==> src/rtl/tcw_pkg.sv <==
// Shared constants, command codes and types of the text console writer.
`default_nettype none

package tcw_pkg;

  localparam int COLUMNS        = 80;
  localparam int ROWS           = 25;
  localparam int CELLS          = COLUMNS * ROWS;
  localparam int LAST_ROW_START = CELLS - COLUMNS;
  localparam int ADDR_W         = $clog2(CELLS);
  localparam int COL_W          = $clog2(COLUMNS);

  localparam int CMD_W  = 2;
  localparam int CHAR_W = 8;
  localparam int ATTR_W = 8;
  localparam int IDX_W  = 11;
  localparam int POS_W  = 11;
  localparam int CMP_W  = ((ADDR_W > IDX_W) ? ADDR_W : IDX_W) + 1;

  localparam int QUEUE_DEPTH = 2;
  localparam int QPTR_W      = $clog2(QUEUE_DEPTH);
  localparam int QCNT_W      = $clog2(QUEUE_DEPTH + 1);

  localparam logic [CHAR_W-1:0] SPACE_CHAR = 8'h20;
  localparam logic [CHAR_W-1:0] CH_LF      = 8'h0A;
  localparam logic [CHAR_W-1:0] CH_CR      = 8'h0D;
  localparam logic [ATTR_W-1:0] RESET_ATTR = 8'h07;

  typedef enum logic [CMD_W-1:0] {
    CMD_PUT        = 2'd0,
    CMD_CLEAR      = 2'd1,
    CMD_CLEAR_HOME = 2'd2,
    CMD_READ       = 2'd3
  } cmd_code_t;

  typedef enum logic [2:0] {
    OP_PUT        = 3'd0,
    OP_NEWLINE    = 3'd1,
    OP_CLEAR      = 3'd2,
    OP_CLEAR_HOME = 3'd3,
    OP_READ       = 3'd4
  } op_t;

  // Classified word handed from front to back.
  typedef struct packed {
    op_t               op;
    logic [CHAR_W-1:0] ch;
    logic [ADDR_W-1:0] idx;
    logic              idx_ok;
  } cmd_word_t;

  typedef struct packed {
    logic init_busy;
  } back_status_t;

endpackage

`default_nettype wire

==> src/rtl/tcw_queue.sv <==
// Short FIFO of classified words between the front and back ends.
`default_nettype none

module tcw_queue import tcw_pkg::*; (
  input  logic      clk,
  input  logic      rst_n,
  input  logic      push,
  input  cmd_word_t push_word,
  output logic      full,
  input  logic      pop,
  output logic      valid,
  output cmd_word_t pop_word
);

  cmd_word_t         mem_r [QUEUE_DEPTH];
  logic [QPTR_W-1:0] wr_ptr_r, wr_ptr_nxt;
  logic [QPTR_W-1:0] rd_ptr_r, rd_ptr_nxt;
  logic [QCNT_W-1:0] count_r, count_nxt;
  logic              do_push, do_pop;

  assign full     = (count_r == QCNT_W'(QUEUE_DEPTH));
  assign valid    = (count_r != '0);
  assign pop_word = mem_r[rd_ptr_r];
  assign do_push  = push && !full;
  assign do_pop   = pop && valid;

  always_comb begin
    wr_ptr_nxt = wr_ptr_r;
    rd_ptr_nxt = rd_ptr_r;
    count_nxt  = count_r;
    if (do_push) begin
      wr_ptr_nxt = (wr_ptr_r == QPTR_W'(QUEUE_DEPTH - 1)) ? '0 : wr_ptr_r + 1'b1;
    end
    if (do_pop) begin
      rd_ptr_nxt = (rd_ptr_r == QPTR_W'(QUEUE_DEPTH - 1)) ? '0 : rd_ptr_r + 1'b1;
    end
    if (do_push && !do_pop) begin
      count_nxt = count_r + 1'b1;
    end else if (do_pop && !do_push) begin
      count_nxt = count_r - 1'b1;
    end
  end

  always_ff @(posedge clk) begin
    if (!rst_n) begin
      wr_ptr_r <= '0;
      rd_ptr_r <= '0;
      count_r  <= '0;
    end else begin
      wr_ptr_r <= wr_ptr_nxt;
      rd_ptr_r <= rd_ptr_nxt;
      count_r  <= count_nxt;
    end
  end

  always_ff @(posedge clk) begin
    if (do_push) begin
      mem_r[wr_ptr_r] <= push_word;
    end
  end

endmodule

`default_nettype wire

==> config.mk <==
export PLATFORM = sky130hd
export DESIGN_NAME = tcw_queue
export DESIGN_NICKNAME = d
export VERILOG_FILES = /design/src/rtl/tcw_pkg.sv /design/src/rtl/tcw_queue.sv
export SDC_FILE = /design/constraint.sdc
export NUM_CORES = 1
export LEC_CHECK = 0
export BUFFER_PORTS_ARGS = -buffer_cell sky130_fd_sc_hd__buf_2
export CORE_ASPECT_RATIO = 1.1
export CORE_MARGIN = 2
export CORE_UTILIZATION = 45
export CTS_CLUSTER_DIAMETER = 100
export CTS_CLUSTER_SIZE = 10
export DETAILED_ROUTE_END_ITERATION = 7
export PLACE_DENSITY_LB_ADDON = 0.12
export SLEW_MARGIN = 20
export SYNTH_ARGS = -nofsm -noshare
export SYNTH_HDL_FRONTEND = slang
export SYNTH_SLANG_ARGS = --single-unit
==> constraint.sdc <==
create_clock -name clk -period 1.7 [get_ports clk]
set_input_delay 0.17 -clock clk [delete_from_list [all_inputs] [get_ports clk]]
set_output_delay 0.17 -clock clk [all_outputs]
set_load 0.02 [all_outputs]
==> metrics.txt, run 1 <==
sequential fraction of the synthesis area=0.785; met3 global-route usage=0.0403; I/O pin total=52; worst hold-check path type=primary input to register; CTS tree=yes; outcome=finished, final reports clean; Clock power frac=0.195; CP Buf/Inv Count=1; CTS max path bufs=2; Ys Warns=0; Skew-Pair Late Insertion Delay=0.30 ns; Worst Path Max Fanout=5; Data arrival, critical path=1.81 ns; Gate Count Post-Synth=96; Top delay family on crit path=simple AND/OR/NAND/NOR gates; initial drt markers=50; total track usage=0.139; Netlist Area Pre-Place=between 0.0015 and 0.002 mm^2; Final Critical Period=roughly 1.6 ns; CP max stage cell=dfxtp_1; ys flop type=edfxtp_1; Worst Tran Pin Value=0.231 ns; drt first pass iters=3; Final #Nets=186; Post-CTS Hold Fix Bufs=0; vias in the first global route=1060; RePlAce Congestion=0.640; DIE WIDTH=~66 um; Comb power frac=0.327; Static Leak=0.894 nW; M2 GR Usage=0.257; switching share of total power=0.315; Die Area=between 0.004 and 0.005 mm^2; count leader, synth=edfxtp_1; clk root buf=clkbuf_8; final WL=2.98 mm; start point of the critical path=count_r[0]; Rel. slew slack=0.845; initial antenna violation count=0; postcts setup bufs=0; Netlist cell types=21; largest cells by area after synthesis=edfxtp_1 (73%), mux2_2 (14%), dfxtp_1 (5.3%), and2_1 (0.99%), xnor2_1 (0.93%); post-place instance area=0.00225 mm^2; Hold Fails Final Rpt=0; cells along the critical path=nand2b_1 > inv_2 > nor2_1 > ha_1 > or3_1 > a21boi_1; CTS buffer count=5; DRT antenna net count=0; met1 GRT Util=0.142; post-synth net total=124; Post-DP HPWL=2.20 mm; Clock Sink Count=~50; R2R Path Start=count_r[0]; Yosys top cell by area=edfxtp_1; Post-synth ARST share=0; Max Freq=635 MHz; Via Count=1012; drt via density=4.80; Slew Limit Fails=0; VDD IR-drop max=0.755 mV; Max Cap Viol=0; post-route cell area=between 0.002 and 0.0025 mm^2; switching power=roughly 1.1 mW; placed insts=between 200 and 250; top cells by count, synth=edfxtp_1 (46), mux2_2 (23), dfxtp_1 (5), and2_1 (3); first-pass GRT wire length=4.73 mm; Buffers on Ports=51; Final Worst Setup Slack=0.126 ns; Initial Utilization=0.472; Min-Delay Startpoint=push_word[20]; CTS H-tree lvls=2; Data required, critical path=1.94 ns; total power draw=3.43 mW; number of synthesized flops with an enable pin=46; total core area=0.00399 mm^2; drc violations=0; Die Y=71.9 um; drt wl/cell=14.1 um; setup violators final=0; synthesis-to-layout area growth=23.9%; Critical Path Max Stage Delay=between 0.4 and 0.5 ns; period utilization=0.926; largest net degree at the start of global routing=17; Reg clk slew, reported paths=approximately 0.090 ns; fillers=approximately 320; Post-Route Utilization=0.585; Synth top area share=0.732; Mean Syn Cell Area=19.7 um^2; post_cts resized=0; RSZ-0062 raised after global routing=no; # diodes=0; # rows=24; layout cells sized above 1=0.572; PD cells=1470 mW/mm^2; startpoint types=register; internal power=2.35 mW; setup TNS=0 ns; Top Usage Layer GRT=met2; pre-CTS setup slack=0.138 ns; Setup CP Type=register to register; critical path capture point type=register; total grt overflow=0; Cell Count, Final, Fillers Out=211; WHS=0.0525 ns; clk_skew=0.00371 ns; Flop pwr share=0.479; FF+latch count, synth=51
==> routing by layer <==
| metal | wire, um | part of all wire |
|---|---|---|
| met1 | 1090 | 0.36 |
| met2 | 1690 | 0.57 |
| met3 | 151 | 0.051 |
| met4 | 55 | 0.018 |
| met5 | 0 | 0 |
==> final timing paths <==
kind,slack (ns),to,depth (start not counted)
worst min-delay path,0.05,mem_r[1][20],1
worst max-delay path,0.13,count_r[1],6
worst max register to register,0.13,count_r[1],6
worst min register to register,0.52,count_r[1],2
==> final cells by class <==
type                    count  area [um^2]  area share
repair buffers             57          300       0.128
inverters                   2         7.51     0.00321
multi-input cells          41          394       0.169
flip-flops and latches     51         1480       0.634
clock inverters             3         20.0     0.00857
clock buffers               5         68.8      0.0294
well taps                  52         65.1      0.0278
==> worst reg2reg max path, stage by stage (launching register included) <==
cell	delay (ns)
dfxtp_1	0.42
nand2b_1	0.17
inv_2	0.07
nor2_1	0.10
ha_1	0.27
or3_1	0.35
a21boi_1	0.14
==> power groups by stage <==
stage / combinational [mW] / clock, mW / sequential (mW)
6_report: 1.12 / 0.667 / 1.64
5_1_grt: 1.21 / 0.744 / 1.66
4_1_cts: 1.14 / 0.687 / 1.65
3_5_place_dp: 1.14 / 0 / 1.67
3_3_place_gp: 1.12 / 0 / 1.66
2_1_floorplan: 0.780 / 0 / 1.66
==> sequential cells by signal, indices dropped and copies added, names as in the netlist, named ones only <==
signal and count:
count_r 2, mem_r 46, wr_ptr_r 1, rd_ptr_r 1
==> cells by family after synthesis <==
group,after synthesis,share of synthesized area
multiplexers,23,0.137
buffers and inverters,4,0.00928
XOR/XNOR,3,0.0139
flip-flops,51,0.785
AO/OA/AOI/OAI,5,0.0172
AND/OR/NAND/NOR,9,0.0305
adder cells (fa/ha/maj),1,0.00663
==> cell usage in the layout (no fill, tap or decap), types with 2 or more instances in the layout <==
cell type	netlist	routed
dfxtp_1	5	5
mux2_2	23	23
xnor2_1	2	2
buf_4	0	6
buf_2	2	51
clkinvlp_4	0	2
clkbuf_8	0	5
and2_1	3	3
edfxtp_1	46	46
Note: power is estimated with default switching activity, not from simulation.
==> run 2, diff against run 1 <==
--- a/config.mk
+++ b/config.mk
@@ -13,6 +13,7 @@
 export CTS_CLUSTER_SIZE = 10
 export DETAILED_ROUTE_END_ITERATION = 7
 export PLACE_DENSITY_LB_ADDON = 0.12
+export REMOVE_ABC_BUFFERS = 1
 export SLEW_MARGIN = 20
 export SYNTH_ARGS = -nofsm -noshare
 export SYNTH_HDL_FRONTEND = slang
==> run 2 against run 1 <==
Cell area up 0.54%. Routed wire length up 0.70%. Flip-flop and latch count unchanged. Total power up 1.0%. Combinational power about the same. Count of clock-buffer cells in the layout up 2. Sequential share of layout area down 0.28 points. Register-to-register slack better by 0.02 ns. Largest cell class unchanged. Largest power group unchanged. Highest routed layer unchanged.
==> metrics.txt, run 2 (same netlist as run 1, synthesis figures left out) <==
outcome=finished, final reports clean; Flop pwr share=0.476; most frequent cells in the layout=buf_2 (51), edfxtp_1 (46), mux2_2 (23), clkbuf_8 (6), dfxtp_1 (4); Min-Delay Startpoint=push_word[13]; fillers=~320; CTS max path bufs=2; CP max stage cell=or3_1; Top delay family on crit path=simple AND/OR/NAND/NOR gates; Static Leak=0.897 nW; setup violators final=0; total track usage=0.143; synthesis-to-layout area growth=24.5%; Hold Fails Final Rpt=0; Initial Utilization=0.472; Worst Hold End=mem_r[1][13]; CTS tree=yes; vias in the first global route=1059; RSZ-0062 raised after global routing=no; VDD IR-drop max=0.803 mV; startpoint types=register; final WL=between 3 and 4 mm; worst hold-check path type=primary input to register; drt via density=between 4 and 5; period utilization=0.917; Max Cap Viol=0; CTS buffer count=5; total grt overflow=0; CP Buf/Inv Count=1; # diodes=0; post-place instance area=~0.0023 mm^2; hold depth=1; R2R Setup Slk=0.14 ns; Setup CP Type=register to register; internal power=2.41 mW; CTS H-tree lvls=2; clk_skew=0.00223 ns; post-route cell area=0.00235 mm^2; drt first pass iters=4; # rows=24; Worst Tran Pin Value=0.215 ns; register bank with the most flops=mem_r; Final #Nets=184; Clock power frac=0.194; Comb power frac=0.330; Final Critical Period=about 1.6 ns; initial drt markers=33; Reg clk slew, reported paths=0.08 ns; Clock Sink Count=51; Max Freq=641 MHz; DRT antenna net count=0; Slew Limit Fails=0; first-pass GRT wire length=4.81 mm; Data arrival, critical path=1.79 ns; Reg-to-Reg End=count_r[1]; Data required, critical path=1.93 ns; switching power=1.05 mW; initial antenna violation count=0; switching share of total power=0.304; drt wl/cell=14.4 um; Die Area=0.00473 mm^2; Buffers on Ports=51; placed insts=201; cells along the critical path=nand2b_1 > inv_2 > nor2_1 > ha_1 > or3_1 > a21boi_1; drc violations=0; Worst Path Max Fanout=5; Post-DP HPWL=2.07 mm; largest registers=mem_r x46, count_r x2; Critical Path Max Stage Delay=0.36 ns; Skew-Pair Late Insertion Delay=0.29 ns; critical path capture point type=register; I/O pin total=between 50 and 60; PD cells=1470 mW/mm^2; R2R Path Start=count_r[0]; r2r worst-path depth=6; DIE WIDTH=65.7 um; Via Count=1000; clk root buf=clkbuf_8; layout cells sized above 1=0.561; Rel. slew slack=0.856; Post-Route Utilization=0.588; Post-CTS Hold Fix Bufs=0; total core area=0.00399 mm^2; largest net degree at the start of global routing=24; RePlAce Congestion=a little over 0.6; Die Y=slightly above 70 um; Cell Count, Final, Fillers Out=209; commonest non-fill, non-tap cell in the layout=buf_2; max FFs per register=46
## run 2: how the worst max path moves through the flow
stage / cells after the start / start / endpoint
finish: 6 / count_r[0] / count_r[1]
global route: 6 / count_r[0] / count_r[1]
CTS: 6 / count_r[0] / count_r[1]
detailed placement: 6 / count_r[0] / count_r[1]
global placement: 6 / count_r[0] / count_r[1]
floorplan: 3 / count_r[0] / mem_r[0][0]
## run 2: power by group through the flow
stage               Combinational (mW)  Sequential, mW  Clock [mW]
global placement                  1.14            1.66           0
floorplan                        0.717            1.71           0
detailed placement                1.16            1.68           0
finish                            1.14            1.65       0.673
CTS                               1.16            1.65       0.706
global route                      1.23            1.67       0.764
## run 2: final cells by class
cell class | instances | area [um^2] | share of cell area
Sequential cell | 51 | 1480 | 0.631
Multi-Input combinational cell | 41 | 394 | 0.168
Timing Repair Buffer | 55 | 310 | 0.132
Clock buffer | 7 | 86.3 | 0.0367
Tap cell | 52 | 65.1 | 0.0277
Inverter | 2 | 7.51 | 0.00319
Clock inverter | 1 | 3.75 | 0.00160
## run 2: worst register-to-register path, cell delays in order (launching register included)
cell      delay, ns
dfxtp_2        0.35
nand2b_1       0.18
inv_2          0.10
nor2_1         0.05
ha_1           0.31
or3_1          0.36
a21boi_1       0.14
## run 2: timing repair
action | 4_1_cts | 5_1_grt
setup buffers | 0 | 0
endpoints found under the setup margin | 0 | 1
resized for setup | 0 | 1
## run 2: stage by stage
stage | total power [mW] | worst slack [ns] | setup TNS, ns | hold slack, ns
2_1_floorplan | 2.42 | -0.274 | -6.47 | 0.269
3_3_place_gp | 2.80 | 0.209 | 0 | 0.358
3_5_place_dp | 2.84 | 0.112 | 0 | 0.361
4_1_cts | 3.52 | 0.0853 | 0 | 0.0441
5_1_grt | 3.66 | 0.0138 | 0 | 0.0314
6_report | 3.46 | 0.141 | 0 | 0.0593
## run 2: routing by layer
| metal | global-route usage | part of all wire | vias up |
|---|---|---|---|
| met5 | 0 | 0 | - |
| met2 | 0.247 | 0.55 | 30 |
| met4 | 0.0556 | 0.013 | 0 |
| li1 | - | - | 485 |
| met3 | 0.0574 | 0.056 | 6 |
| met1 | 0.158 | 0.39 | 479 |
==> run 3, diff against run 2 <==
--- a/config.mk
+++ b/config.mk
@@ -8,7 +8,7 @@
 export BUFFER_PORTS_ARGS = -buffer_cell sky130_fd_sc_hd__buf_2
 export CORE_ASPECT_RATIO = 1.1
 export CORE_MARGIN = 2
-export CORE_UTILIZATION = 45
+export CORE_UTILIZATION = 46
 export CTS_CLUSTER_DIAMETER = 100
 export CTS_CLUSTER_SIZE = 10
 export DETAILED_ROUTE_END_ITERATION = 7
==> run 3 against run 2 <==
Sequential share of layout area rose by 0.22 points. Largest cell class unchanged. Flip-flop and latch count did not move. Non-clock buffer count rose by 2. Count of clock-buffer cells in the layout fell by 1. Highest routed layer unchanged. Fmax fell by 1.3%.
==> metrics.txt, run 3 (same netlist as run 1, synthesis figures left out) <==
outcome=finished, final reports clean; CTS max path bufs=2; CTS tree=yes; Reg clk slew, reported paths=about 0.090 ns; DRT antenna net count=0; Skew-Pair Late Insertion Delay=~0.3 ns; max FFs per register=46; startpoint types=register; # diodes=0; Final Worst Setup Slack=0.121 ns; Max Cap Viol=0; RePlAce Congestion=0.612; drc violations=0; DIE WIDTH=roughly 65 um; VDD IR-drop max=0.745 mV; register bank with the most flops=mem_r; met2 wire length=roughly 1.6 mm; internal power=2.37 mW; Die Area=0.00463 mm^2; Max Freq=633 MHz; Final Critical Period=approximately 1.6 ns; Reg-to-Reg End=count_r[1]; R2R Path Start=count_r[0]; Post-DP HPWL=2.18 mm; WL met3=217 um; Reg area=0.00148 mm^2; Data arrival, critical path=1.80 ns; Hold Fails Final Rpt=0; Flop pwr share=0.480; area of the multi-input gates=402 um^2; # rows=24; pre-CTS setup slack=0.0431 ns; Rel. slew slack=0.850; final WL=3.01 mm; switching share of total power=0.313; drt via density=~4.8; Die Y=71.2 um; total track usage=0.144; Initial Utilization=0.476; Buffers on Ports=51; Comb power frac=0.330; Final #Nets=186; Setup CP Type=register to register; CTS buffer count=5; Clock power frac=0.190; top sig layer=met4; switching power=1.08 mW; period utilization=0.929; total core area=0.00396 mm^2; total grt overflow=0; RSZ-0062 raised after global routing=no; I/O pin total=52; cells along the critical path=nand2b_4 > inv_2 > nor2_1 > ha_1 > or3_1 > a21boi_1; Slew Limit Fails=0; clk_skew=0.00558 ns; r2r worst-path depth=6; drt first pass iters=2; post-route cell area=approximately 0.0023 mm^2; R2R Setup Slk=0.12 ns; drt wl/cell=14.2 um; Clock Sink Count=around 50; Data required, critical path=1.92 ns; setup violators final=0; Worst Path Max Fanout=5; commonest non-fill, non-tap cell in the layout=buf_2; initial antenna violation count=0; first-pass GRT wire length=4.89 mm; initial drt markers=30; Critical Path Max Stage Delay=0.38 ns; CTS H-tree lvls=2; fillers=343; layout cells sized above 1=0.579; start point of the critical path=count_r[0]; worst hold-check path type=primary input to register; CP max stage cell=dfxtp_2; Worst Tran Pin Value=0.223 ns; Static Leak=roughly 0.9 nW; post-place instance area=~0.0022 mm^2; PD cells=1470 mW/mm^2; Via Count=between 1000 and 1500; Post-Route M1 WL=1.13 mm; largest net degree at the start of global routing=16; vias in the first global route=between 1000 and 1500; most frequent cells in the layout=buf_2 (51), edfxtp_1 (46), mux2_2 (23), buf_4 (6), clkbuf_8 (5); critical path capture point type=register; Critical Path End=count_r[1]; synthesis-to-layout area growth=24.2%; largest registers=mem_r x46, count_r x2; setup TNS=0 ns; clk root buf=clkbuf_8
run 3: power by group through the flow:
stage / sequential, mW / combinational, mW / clock (mW)
final: 1.66 / 1.14 / 0.655
after detailed placement: 1.68 / 1.14 / 0
after global placement: 1.66 / 1.12 / 0
after global routing: 1.68 / 1.23 / 0.714
after CTS: 1.65 / 1.15 / 0.670
after floorplan: 1.71 / 0.717 / 0
run 3: layer usage:
layer,up-vias,global-route usage
met4,0,0.0556
met2,35,0.261
met3,7,0.0556
li1,489,-
met1,479,0.150
met5,-,0
run 3: worst min path at each step:
stage             startpoint            to  slack [ns]  cells past startpoint
2_1_floorplan   push_word[0]   mem_r[0][0]        0.27                      0
3_3_place_gp   push_word[20]  mem_r[1][20]        0.36                      1
3_5_place_dp   push_word[20]  mem_r[1][20]        0.36                      1
4_1_cts        push_word[20]  mem_r[1][20]        0.05                      1
5_1_grt         push_word[6]   mem_r[1][6]        0.05                      1
6_report        push_word[3]   mem_r[1][3]        0.05                      1
run 3: what timing repair did:
item                                    4_1_cts  5_1_grt
endpoints found under the setup margin        0        1
gates resized for setup                       0        3
setup buffers                                 0        0
hold buffers                                  0        0
run 3: final cells by class:
cell class                      instances  share of cell area
Clock buffer                            6              0.0310
Clock inverter                          2             0.00534
Inverter                                2             0.00320
Multi-Input combinational cell         41               0.171
Sequential cell                        51               0.633
Tap cell                               52              0.0278
Timing Repair Buffer                   57               0.128
run 3: worst max-delay path: cells and delay by family (launching register included):
family / cells / cell delay [ns]
AO/OA/AOI/OAI: 1 / 0.17
adder cells (fa/ha/maj): 1 / 0.28
flip-flops: 1 / 0.38
AND/OR/NAND/NOR: 3 / 0.62
buffers and inverters: 1 / 0.06
run 3: metrics by stage:
stage                     hold slack (ns)  total power [mW]   util  std cells
after CTS                          0.0519              3.47  0.589        211
after global routing               0.0486              3.62  0.591        211
after global placement              0.357              2.78  0.567        203
final                              0.0549              3.45  0.591        211
after detailed placement            0.361              2.82  0.567        203
after floorplan                     0.269              2.42      -         94
